<file path="config.mk">
export PLATFORM = sky130hd
export DESIGN_NAME = magnetometer_heading
export DESIGN_NICKNAME = d
export VERILOG_FILES = /design/src/mh_pkg.sv /design/src/mh_prep.sv /design/src/mh_cell.sv /design/src/mh_finish.sv /design/src/magnetometer_heading.sv
export SDC_FILE = /design/constraint.sdc
export NUM_CORES = 2
export LEC_CHECK = 0
export BUFFER_PORTS_ARGS = -buffer_cell sky130_fd_sc_hd__clkbuf_2
export CORE_ASPECT_RATIO = 1.25
export CORE_MARGIN = 3
export CORE_UTILIZATION = 40
export DETAILED_ROUTE_END_ITERATION = 10
export HOLD_SLACK_MARGIN = 0.15
export PLACE_DENSITY_LB_ADDON = 0.08
export SETUP_SLACK_MARGIN = 0.02
export SLEW_MARGIN = 5
export SYNTH_ARGS = -nofsm -noshare
export SYNTH_HDL_FRONTEND = slang
export SYNTH_SLANG_ARGS = --single-unit
</file>
<file path="constraint.sdc">
create_clock -name clk -period 12.3 [get_ports clk]
set_input_delay 1.23 -clock clk [delete_from_list [all_inputs] [get_ports clk]]
set_output_delay 1.23 -clock clk [all_outputs]
set_load 0.05 [all_outputs]
</file>
<file path="src/mh_pkg.sv">
// Shared types, widths and the arctangent table for the compass heading block.
package mh_pkg;

  // Fixed-point layout of the rotation datapath
  localparam int AXIS_W    = 16;
  localparam int FRAC_W    = 16;                    // axis scaled by 2^16
  localparam int XY_W      = AXIS_W + 1 + FRAC_W + 4;
  localparam int ACC_FRAC  = 20;                    // angle fraction bits
  localparam int ACC_W     = 28;                    // signed angle accumulator
  localparam int HSUM_W    = 31;                    // base plus accumulator
  localparam int H_W       = 29;                    // clamped heading, unsigned
  localparam int HEAD_W    = 16;
  localparam int MAX_STAGES = 24;
  localparam int IDX_W     = 5;

  localparam logic [H_W-1:0] DEG180_Q = H_W'(180) << ACC_FRAC;
  localparam logic [H_W-1:0] DEG360_Q = H_W'(360) << ACC_FRAC;

  typedef enum logic [1:0] {
    BASE_ZERO = 2'd0,
    BASE_HALF = 2'd1,
    BASE_FULL = 2'd2
  } base_sel_t;

  // One vector travelling down the row of rotation cells
  typedef struct packed {
    logic                     skip;   // Y reads zero: the rotation angle is not added
    base_sel_t                base;
    logic signed [XY_W-1:0]   x;
    logic signed [XY_W-1:0]   y;
    logic signed [ACC_W-1:0]  z;
    logic signed [AXIS_W-1:0] fx;
    logic signed [AXIS_W-1:0] fy;
    logic signed [AXIS_W-1:0] fz;
  } mh_vec_t;

  // atan(2^-i) in degrees, 20 fraction bits, rounded to nearest
  function automatic logic signed [ACC_W-1:0] atan_q20(input logic [IDX_W-1:0] idx);
    logic signed [ACC_W-1:0] v;
    case (idx)
      5'd0:    v = 28'sd47185920;
      5'd1:    v = 28'sd27855475;
      5'd2:    v = 28'sd14718068;
      5'd3:    v = 28'sd7471121;
      5'd4:    v = 28'sd3750058;
      5'd5:    v = 28'sd1876857;
      5'd6:    v = 28'sd938658;
      5'd7:    v = 28'sd469357;
      5'd8:    v = 28'sd234682;
      5'd9:    v = 28'sd117342;
      5'd10:   v = 28'sd58671;
      5'd11:   v = 28'sd29335;
      5'd12:   v = 28'sd14668;
      5'd13:   v = 28'sd7334;
      5'd14:   v = 28'sd3667;
      5'd15:   v = 28'sd1833;
      5'd16:   v = 28'sd917;
      5'd17:   v = 28'sd458;
      5'd18:   v = 28'sd229;
      5'd19:   v = 28'sd115;
      5'd20:   v = 28'sd57;
      5'd21:   v = 28'sd29;
      5'd22:   v = 28'sd14;
      5'd23:   v = 28'sd7;
      default: v = '0;
    endcase
    return v;
  endfunction

endpackage

</file>
<file path="src/mh_prep.sv">
// Frame assembly and half-plane fold ahead of the rotation cells.
module mh_prep (
  input  logic             clk,
  input  logic             rst_n,
  input  logic             acc_i,
  input  logic [7:0]       x_hi_i,
  input  logic [7:0]       x_lo_i,
  input  logic [7:0]       z_hi_i,
  input  logic [7:0]       z_lo_i,
  input  logic [7:0]       y_hi_i,
  input  logic [7:0]       y_lo_i,
  output logic             valid_o,
  output mh_pkg::mh_vec_t  vec_o
);
  import mh_pkg::*;

  logic signed [AXIS_W-1:0] ax, ay, az;
  logic signed [AXIS_W:0]   xf, yf;
  mh_vec_t                  vec_nxt, vec_r;
  logic                     valid_r;

  always_comb begin
    ax = {x_hi_i, x_lo_i};
    ay = {y_hi_i, y_lo_i};
    az = {z_hi_i, z_lo_i};
    vec_nxt = '0;
    // Turn a vector in the left half-plane by 180 degrees
    if (ax[AXIS_W-1]) begin
      xf = -(AXIS_W+1)'(ax);
      yf = -(AXIS_W+1)'(ay);
      vec_nxt.base = ay[AXIS_W-1] ? BASE_ZERO : BASE_FULL;
    end else begin
      xf = (AXIS_W+1)'(ax);
      yf = (AXIS_W+1)'(ay);
      vec_nxt.base = BASE_HALF;
    end
    vec_nxt.skip = (ay == '0);
    vec_nxt.x    = {{(XY_W-AXIS_W-1-FRAC_W){xf[AXIS_W]}}, xf, {FRAC_W{1'b0}}};
    vec_nxt.y    = {{(XY_W-AXIS_W-1-FRAC_W){yf[AXIS_W]}}, yf, {FRAC_W{1'b0}}};
    vec_nxt.z    = '0;
    vec_nxt.fx   = ax;
    vec_nxt.fy   = ay;
    vec_nxt.fz   = az;
  end

  always_ff @(posedge clk) begin
    if (!rst_n) begin
      valid_r <= 1'b0;
    end else begin
      valid_r <= acc_i;
    end
  end

  always_ff @(posedge clk) begin
    vec_r <= vec_nxt;
  end

  assign valid_o = valid_r;
  assign vec_o   = vec_r;

endmodule

</file>
<file path="src/mh_cell.sv">
// One CORDIC vectoring cell: a single micro-rotation and its register.
module mh_cell #(
  parameter int STAGE_IDX = 0
) (
  input  logic             clk,
  input  logic             rst_n,
  input  logic             valid_i,
  input  mh_pkg::mh_vec_t  vec_i,
  output logic             valid_o,
  output mh_pkg::mh_vec_t  vec_o
);
  import mh_pkg::*;

  localparam logic signed [ACC_W-1:0] ATAN = atan_q20(IDX_W'(STAGE_IDX));

  logic signed [XY_W-1:0] dx, dy;
  mh_vec_t                vec_nxt, vec_r;
  logic                   valid_r;

  always_comb begin
    dx      = vec_i.y >>> STAGE_IDX;
    dy      = vec_i.x >>> STAGE_IDX;
    vec_nxt = vec_i;
    // Drive Y towards zero
    if (!vec_i.y[XY_W-1]) begin
      vec_nxt.x = vec_i.x + dx;
      vec_nxt.y = vec_i.y - dy;
      vec_nxt.z = vec_i.z + ATAN;
    end else begin
      vec_nxt.x = vec_i.x - dx;
      vec_nxt.y = vec_i.y + dy;
      vec_nxt.z = vec_i.z - ATAN;
    end
  end

  always_ff @(posedge clk) begin
    if (!rst_n) begin
      valid_r <= 1'b0;
    end else begin
      valid_r <= valid_i;
    end
  end

  always_ff @(posedge clk) begin
    vec_r <= vec_nxt;
  end

  assign valid_o = valid_r;
  assign vec_o   = vec_r;

endmodule

</file>
<file path="src/mh_finish.sv">
// Heading assembly: add the base angle, limit to 0..360, round and saturate.
module mh_finish #(
  parameter int ANGLE_FRACTION_BITS = 7
) (
  input  logic                        clk,
  input  logic                        rst_n,
  input  logic                        valid_i,
  input  mh_pkg::mh_vec_t             vec_i,
  output logic                        valid_o,
  output logic signed [15:0]          fx_o,
  output logic signed [15:0]          fy_o,
  output logic signed [15:0]          fz_o,
  output logic [15:0]                 head_o
);
  import mh_pkg::*;

  localparam int SH = ACC_FRAC - ANGLE_FRACTION_BITS;
  localparam int RW = H_W + 1;
  localparam logic [RW-1:0] RND = RW'(1) << (SH - 1);

  logic signed [HSUM_W-1:0] base_q, hsum;
  logic [H_W-1:0]           h_nxt, h_r;
  logic [RW-1:0]            r;
  logic [HEAD_W-1:0]        head_nxt, head_r;
  logic signed [AXIS_W-1:0] fx_r, fy_r, fz_r, fx2_r, fy2_r, fz2_r;
  logic                     v1_r, v2_r;

  // First step: base plus accumulated angle unless skip, limited to circle
  always_comb begin
    unique case (vec_i.base)
      BASE_ZERO: base_q = '0;
      BASE_HALF: base_q = HSUM_W'(DEG180_Q);
      BASE_FULL: base_q = HSUM_W'(DEG360_Q);
      default:   base_q = '0;
    endcase
    hsum = vec_i.skip ? base_q : base_q + HSUM_W'(vec_i.z);
    if (hsum[HSUM_W-1]) begin
      h_nxt = '0;
    end else if (hsum > HSUM_W'(DEG360_Q)) begin
      h_nxt = DEG360_Q;
    end else begin
      h_nxt = hsum[H_W-1:0];
    end
  end

  // Second step: round half up, then saturate to the output width
  always_comb begin
    r = (RW'(h_r) + RND) >> SH;
    if (r[RW-1:HEAD_W] != '0) begin
      head_nxt = '1;
    end else begin
      head_nxt = r[HEAD_W-1:0];
    end
  end

  always_ff @(posedge clk) begin
    if (!rst_n) begin
      v1_r <= 1'b0;
      v2_r <= 1'b0;
    end else begin
      v1_r <= valid_i;
      v2_r <= v1_r;
    end
  end

  always_ff @(posedge clk) begin
    h_r    <= h_nxt;
    fx_r   <= vec_i.fx;
    fy_r   <= vec_i.fy;
    fz_r   <= vec_i.fz;
    head_r <= head_nxt;
    fx2_r  <= fx_r;
    fy2_r  <= fy_r;
    fz2_r  <= fz_r;
  end

  assign valid_o = v2_r;
  assign fx_o    = fx2_r;
  assign fy_o    = fy2_r;
  assign fz_o    = fz2_r;
  assign head_o  = head_r;

endmodule

</file>
<file path="src/magnetometer_heading.sv">
// Top level of the compass heading block: frame in, axis readings and heading out.
//
// Takes one six-byte magnetometer frame (X, Z, Y, high byte first) per
// transaction and returns the three signed axis readings with the heading
// atan2(Y, X) + 180 degrees, unsigned, ANGLE_FRACTION_BITS fraction bits,
// limited to 0..360. A frame may be started in every clock cycle: busy is
// always low. Each result appears on the out_ ports for one cycle with
// out_valid high, once its frame has passed the frame assembly register, the
// register of each rotation cell, the base add and limit register and the
// rounding register. The receiver cannot stall the block, so it must take every
// transaction as it comes; results keep the order of the frames.
module magnetometer_heading #(
  parameter int CORDIC_STAGES       = 16,
  parameter int ANGLE_FRACTION_BITS = 7
) (
  input  logic        clk,
  input  logic        rst_n,
  input  logic        start,
  output logic        busy,
  input  logic [7:0]  in_x_high_byte,
  input  logic [7:0]  in_x_low_byte,
  input  logic [7:0]  in_z_high_byte,
  input  logic [7:0]  in_z_low_byte,
  input  logic [7:0]  in_y_high_byte,
  input  logic [7:0]  in_y_low_byte,
  output logic        out_valid,
  output logic signed [15:0] out_field_x,
  output logic signed [15:0] out_field_y,
  output logic signed [15:0] out_field_z,
  output logic [15:0] out_heading_q7
);
  import mh_pkg::*;

  // The pipeline never holds, so a new frame is always welcome
  assign busy = 1'b0;

  logic    valid_c [0:CORDIC_STAGES];
  mh_vec_t vec_c   [0:CORDIC_STAGES];

  // Assemble the axes and fold the left half-plane
  mh_prep u_prep (
    .clk     (clk),
    .rst_n   (rst_n),
    .acc_i   (start && !busy),
    .x_hi_i  (in_x_high_byte),
    .x_lo_i  (in_x_low_byte),
    .z_hi_i  (in_z_high_byte),
    .z_lo_i  (in_z_low_byte),
    .y_hi_i  (in_y_high_byte),
    .y_lo_i  (in_y_low_byte),
    .valid_o (valid_c[0]),
    .vec_o   (vec_c[0])
  );

  // Row of rotation cells; each advances its vector one cell per cycle
  for (genvar g = 0; g < CORDIC_STAGES; g++) begin : g_cell
    mh_cell #(
      .STAGE_IDX (g)
    ) u_cell (
      .clk     (clk),
      .rst_n   (rst_n),
      .valid_i (valid_c[g]),
      .vec_i   (vec_c[g]),
      .valid_o (valid_c[g+1]),
      .vec_o   (vec_c[g+1])
    );
  end

  // Add the base angle, limit, round and register the result
  mh_finish #(
    .ANGLE_FRACTION_BITS (ANGLE_FRACTION_BITS)
  ) u_finish (
    .clk     (clk),
    .rst_n   (rst_n),
    .valid_i (valid_c[CORDIC_STAGES]),
    .vec_i   (vec_c[CORDIC_STAGES]),
    .valid_o (out_valid),
    .fx_o    (out_field_x),
    .fy_o    (out_field_y),
    .fz_o    (out_field_z),
    .head_o  (out_heading_q7)
  );

endmodule

</file>
=== Yosys cells after proc, flatten, opt, wreduce, memory -nomap -nowiden ===
Cells that the tools add are included.

* Bits of input ports: 51
* Register bits: 2582
* Logic and storage cells: 279
* Output and inout port bits: 66

* Equal/unequal tests: 2
* Multiplexer cells: 22
* Reduce and logical (&&, ||, !) cells: 2
* Magnitude comparators: 1
* Add/subtract/negate cells: 91

{| class="wikitable"
|+ Operators by type and width
! kind !! count
|-
| $mux 102 || 14
|-
| $add 37x24->37 || 2
|-
| $add 37x25->37 || 2
|-
| $add 37x26->37 || 2
|-
| $add 37x27->37 || 2
|-
| $add 37x28->37 || 2
|-
| $add 37x29->37 || 2
|-
| $add 37x30->37 || 2
|-
| $add 37x31->37 || 2
|-
| $add 37x32->37 || 2
|-
| $add 37x33->37 || 2
|-
| $add 37x34->37 || 2
|-
| $add 37x35->37 || 2
|-
| $add 37x36->37 || 2
|-
| $sub 37x24->37 || 2
|-
| $sub 37x25->37 || 2
|-
| $sub 37x26->37 || 2
|-
| $sub 37x27->37 || 2
|-
| $sub 37x28->37 || 2
|-
| $sub 37x29->37 || 2
|-
| $sub 37x30->37 || 2
|-
| $sub 37x31->37 || 2
|-
| $sub 37x32->37 || 2
|-
| $sub 37x33->37 || 2
|-
| other kinds (52) || 58
|}

=== Depth between registers and ports, before layout ===
* Depth after elaboration: 6
* Mapped depth: 22
* Depth with buffers taken out: 22

=== By module ===
A second synthesis with hierarchy kept.

* Cell total of the unflattened synthesis: 17929
* Area, all modules: 158349.4 um^2

{| class="wikitable"
|+ By module, submodules not included
! module !! cells each !! times used !! area each (um^2) !! seq. area each (um^2)
|-
| mh_cell (g_cell[0].u_cell) || 1205 || 1 || 9972.1 || 3062.9
|-
| mh_cell (g_cell[1].u_cell) || 1127 || 1 || 9773.1 || 3083.0
|-
| mh_cell (g_cell[8].u_cell) || 1133 || 1 || 9666.8 || 3083.0
|-
| mh_cell (g_cell[15].u_cell) || 1127 || 1 || 9655.5 || 3083.0
|-
| mh_cell (g_cell[7].u_cell) || 1096 || 1 || 9610.5 || 3083.0
|-
| mh_cell (g_cell[4].u_cell) || 1114 || 1 || 9587.9 || 3083.0
|-
| mh_cell (g_cell[5].u_cell) || 1088 || 1 || 9556.7 || 3083.0
|-
| mh_cell (g_cell[9].u_cell) || 1106 || 1 || 9541.7 || 3083.0
|-
| mh_cell (g_cell[10].u_cell) || 1065 || 1 || 9425.3 || 3083.0
|-
| mh_cell (g_cell[11].u_cell) || 1075 || 1 || 9402.8 || 3083.0
|-
| mh_cell (g_cell[3].u_cell) || 1060 || 1 || 9381.5 || 3083.0
|-
| mh_cell (g_cell[2].u_cell) || 1044 || 1 || 9312.7 || 3083.0
|-
| mh_cell (g_cell[13].u_cell) || 1052 || 1 || 9258.9 || 3083.0
|-
| mh_cell (g_cell[6].u_cell) || 1047 || 1 || 9202.6 || 3083.0
|-
| 5 more rows || n/a || n/a || n/a || n/a
|}

=== Least setup slack after synthesis ===
OpenSTA, ideal clock, no wires.

* Path kind: register -> register
* Start point: reg g_cell[10].u_cell.vec_r (netlist bit g_cell[10].u_cell.vec_o[112])
* End point: reg g_cell[11].u_cell.vec_r (netlist bit g_cell[11].u_cell.vec_o[149])
* Buffers on the path: 2
* Period minus slack after synthesis: 4.365 ns
* Arrival time: 4.245 ns
* Library setup time: 0.120 ns
* Cell stages (with the launch flop): 17
* Setup slack: 7.935 ns
* Data required time: 12.180 ns
* Cells stage by stage: dfxtp_1 -> clkbuf_1 -> clkbuf_1 -> mux2i_1 -> inv_1 -> fa_1 -> nor2b_1 -> o31a_1 -> a41oi_1 -> a2111oi_0 -> a311o_1 -> nand2_1 -> o31ai_1 -> o41ai_1 -> o21bai_1 -> a21oi_1 -> xnor2_1

{| class="wikitable"
|+ RTL lines
! element !! RTL line !! text
|-
| start, declared || mh_cell.sv:17 || <nowiki>mh_vec_t vec_nxt, vec_r;</nowiki>
|-
| start signal, assigned || mh_cell.sv:45 || <nowiki>vec_r <= vec_nxt;</nowiki>
|-
| end signal, assigned || mh_cell.sv:45 ||
|-
| end, declared || mh_cell.sv:17 ||
|}

==> results.ini <==
[run_status]
status=finished clean

[clocking]
postCtsResizedCells=0
cts_buffers=246
clk_pin_slew_worst_paths_ns=0.06
clockBufferDepth=4
post_cts_buffers=0
htree_num_levels=4
cts.sinks=2323
cts_tree=yes
cts_hold_buf=0
clkLatencyLatePin_ns=0.90
root_buffer=clkbuf_16

[grt]
grt_pass1_wl_um=502000
track_usage_pct=20.2
antenna_found_initial=2
grt_pass1_vias=92500
overflow=0
grt_max_degree=70

[final_layout]
fin_nets=14700
drive_gt1_share_pct=5.45
area_growth_pct=11.5

[logic_synthesis]
netlist_top_cells_area=dfxtp_1 39%, ha_1 14%, xnor2_1 8.2%, a21oi_1 5.2%, xor2_1 4.4%
yosysTopAreaCell=dfxtp_1
synthAdderAreaFrac_pct=14.2
synth_top_family_by_area=compound AO/OA/AOI/OAI gates
yosysTopAreaCellShare_pct=38.6
synthArstFlopShare_pct=0
syn_inst=13000
avgSynthCellArea_um2=9.25
ys_warn_count=0
synth.most_common_cell=dfxtp_1
synth.cell_area_mm2=0.121
synth_compound_area_share_pct=17.8
synth_edf_count=0
synth_seq_cells=2323
yosysUniqueCellTypes=98
ys_seq_area_share_pct=38.6
synthXorXnorAreaFrac_pct=12.6
synthFlopType=dfxtp_1
synthMuxAreaShare_pct=0.536
synthTopCellsByCount=2,323 x dfxtp_1, 1,310 x ha_1, 1,248 x a21oi_1, 1,230 x nor2_1, 1,133 x xnor2_1
synth-simple-area-share_pct=13.9

[placed_design]
place.detailed.hpwl_um=259000
gp_congestion=0.919
port_buffers=115

[floorplan]
io_pins=117
die_h_um=620
die_width_um=497
initial_core_util_pct=40.4
core_area_mm2=0.299
fp.dieArea_mm2=0.308
rows=224

[sta]
finalSetupTns_ns=0
finalSetupViolations=0
slew-limit-headroom_pct=8.18
rsz0062_at_grt=false
finalMaxSlewViolations=0
period_needed_ns=5.30
period_share_pct=43.1
fin_worst_skew_ns=0.0921
fmax_mhz=189
hold_viol_final=0
worst_slew_pin_slew_ns=1.36

[worst_setup_path]
path_max_fanout=5
startpoint_type=flip-flop
worstPathRequired_ns=13.13
cp_data_arrival_time_ns=6.13
path_class=flip-flop to flip-flop
end_kind=flip-flop

[drt]
drtPass1Iterations=6
num_vias=91400
ant_nets=0
routedWlPerCell_um=18.4
drc=0
drt_iter0_markers=4140
vias_per_cell=5.24
routed_wl_um=321000

[run]
drv_cap=0

[worst_hold_path]
hold_class=flip-flop to flip-flop

==> final cells by class <==
cell class / instances / area, µm²
Inverter: 569 / 2140
Sequential cell: 2323 / 46500
Multi-Input combinational cell: 9980 / 71300
Tap cell: 3955 / 4950
Antenna cell: 2 / 5.00
Timing Repair Buffer: 156 / 896
Clock inverter: 134 / 1780
Clock buffer: 320 / 6870
Fill cell: 28800 / 164000
==> metrics by stage <==
step | instance area (µm²) | std cells | util, % | hold slack (ns) | setup slack (ns)
3_3_place_gp | 126000 | 17000 | 42.1 | 0.310 | 7.08
3_5_place_dp | 126000 | 17000 | 42.1 | 0.312 | 6.93
2_1_floorplan | 121000 | 13000 | - | 0.310 | 7.94
4_1_cts | 134000 | 17400 | 45.0 | 0.237 | 6.97
6_report | 134000 | 17400 | 45.0 | 0.251 | 7.00
5_1_grt | 134000 | 17400 | 45.0 | 0.246 | 6.37
==> sequential cells by signal (all words and copies together), names as in the netlist <==
signal,cells
g_cell.u_cell.valid_o,16
u_finish.valid_o,1
u_finish.v1_r,1
u_finish.h_r,17
u_finish.fx_o,16
u_finish.fx_r,16
u_prep.vec_o,83
u_finish.fz_r,16
g_cell.u_cell.vec_o,2092
u_finish.head_o,16
u_finish.fz_o,16
u_finish.fy_r,16
u_prep.valid_o,1
u_finish.fy_o,16
==> cells in the final DEF, fill, tap and decap left out, types with 115 or more instances in the layout <==
cell       netlist  layout
ha_1          1310    1310
nand2b_1       168     168
o21ai_0        472     472
nand3_1        187     187
xor2_1         603     603
and3_1         177     177
nor2_1        1230    1230
xnor2_1       1133    1133
a31oi_1        155     155
nand2_1        587     587
nor3_1         329     329
o21a_1         180     180
o21bai_1       161     161
clkbuf_2         0     115
a21oi_1       1248    1248
inv_1          568     568
a21o_1         523     523
nor2b_1        196     196
clkbuf_16        0     247
dfxtp_1       2323    2311
==> logic make-up (layout without fill, tap and decap cells) <==
family | Yosys count | in the layout
simple gates | 3465 | 3465
compound gates | 3368 | 3368
flops | 2323 | 2323
xor+xnor | 1736 | 1736
fa+ha+maj | 1349 | 1349
buf+inv | 735 | 1179
mux | 60 | 60
other cells | 1 | 4
==> critical path: stages, from the launching register on <==
cell,delay (ns)
dfxtp_1,0.35
nor4_1,0.66
and2_1,0.30
and3b_1,0.28
nand2_1,0.11
nor4_1,0.72
nor2_1,0.11
xnor2_1,0.18
ha_1,0.32
nand2_1,0.08
a2111oi_0,0.35
o21ai_0,0.19
a31oi_1,0.41
nor3_1,0.11
o21ai_0,0.46
a22oi_1,0.23
o21ai_0,0.27
xnor2_1,0.15
==> metal layers <==
metal	vias to the layer above	share of wire, %	routed length (µm)	GRT usage [%]
li1	46600	-	-	-
met4	0	6.5	20700	11.7
met5	-	0	0	0
met3	714	2.6	8290	2.13
met2	1450	52	168000	38.9
met1	42600	39	124000	21.0
==> path summary, 6_finish.rpt <==
kind,from,end,slack (ns),cells past startpoint
worst max-delay path,g_cell[7].u_cell.vec_o[121]$_DFF_P_,g_cell[8].u_cell.vec_o[111]$_DFF_P_,7.00,17
worst min-delay path,g_cell[13].u_cell.vec_o[42]$_DFF_P_,g_cell[14].u_cell.vec_o[42]$_DFF_P_,0.25,0
worst max register to register,g_cell[7].u_cell.vec_o[121]$_DFF_P_,g_cell[8].u_cell.vec_o[111]$_DFF_P_,7.00,17
worst min register to register,g_cell[13].u_cell.vec_o[42]$_DFF_P_,g_cell[14].u_cell.vec_o[42]$_DFF_P_,0.25,0
Power is not shown: default switching activity piles up to over one toggle a cycle in this logic, so the estimate is an artifact.
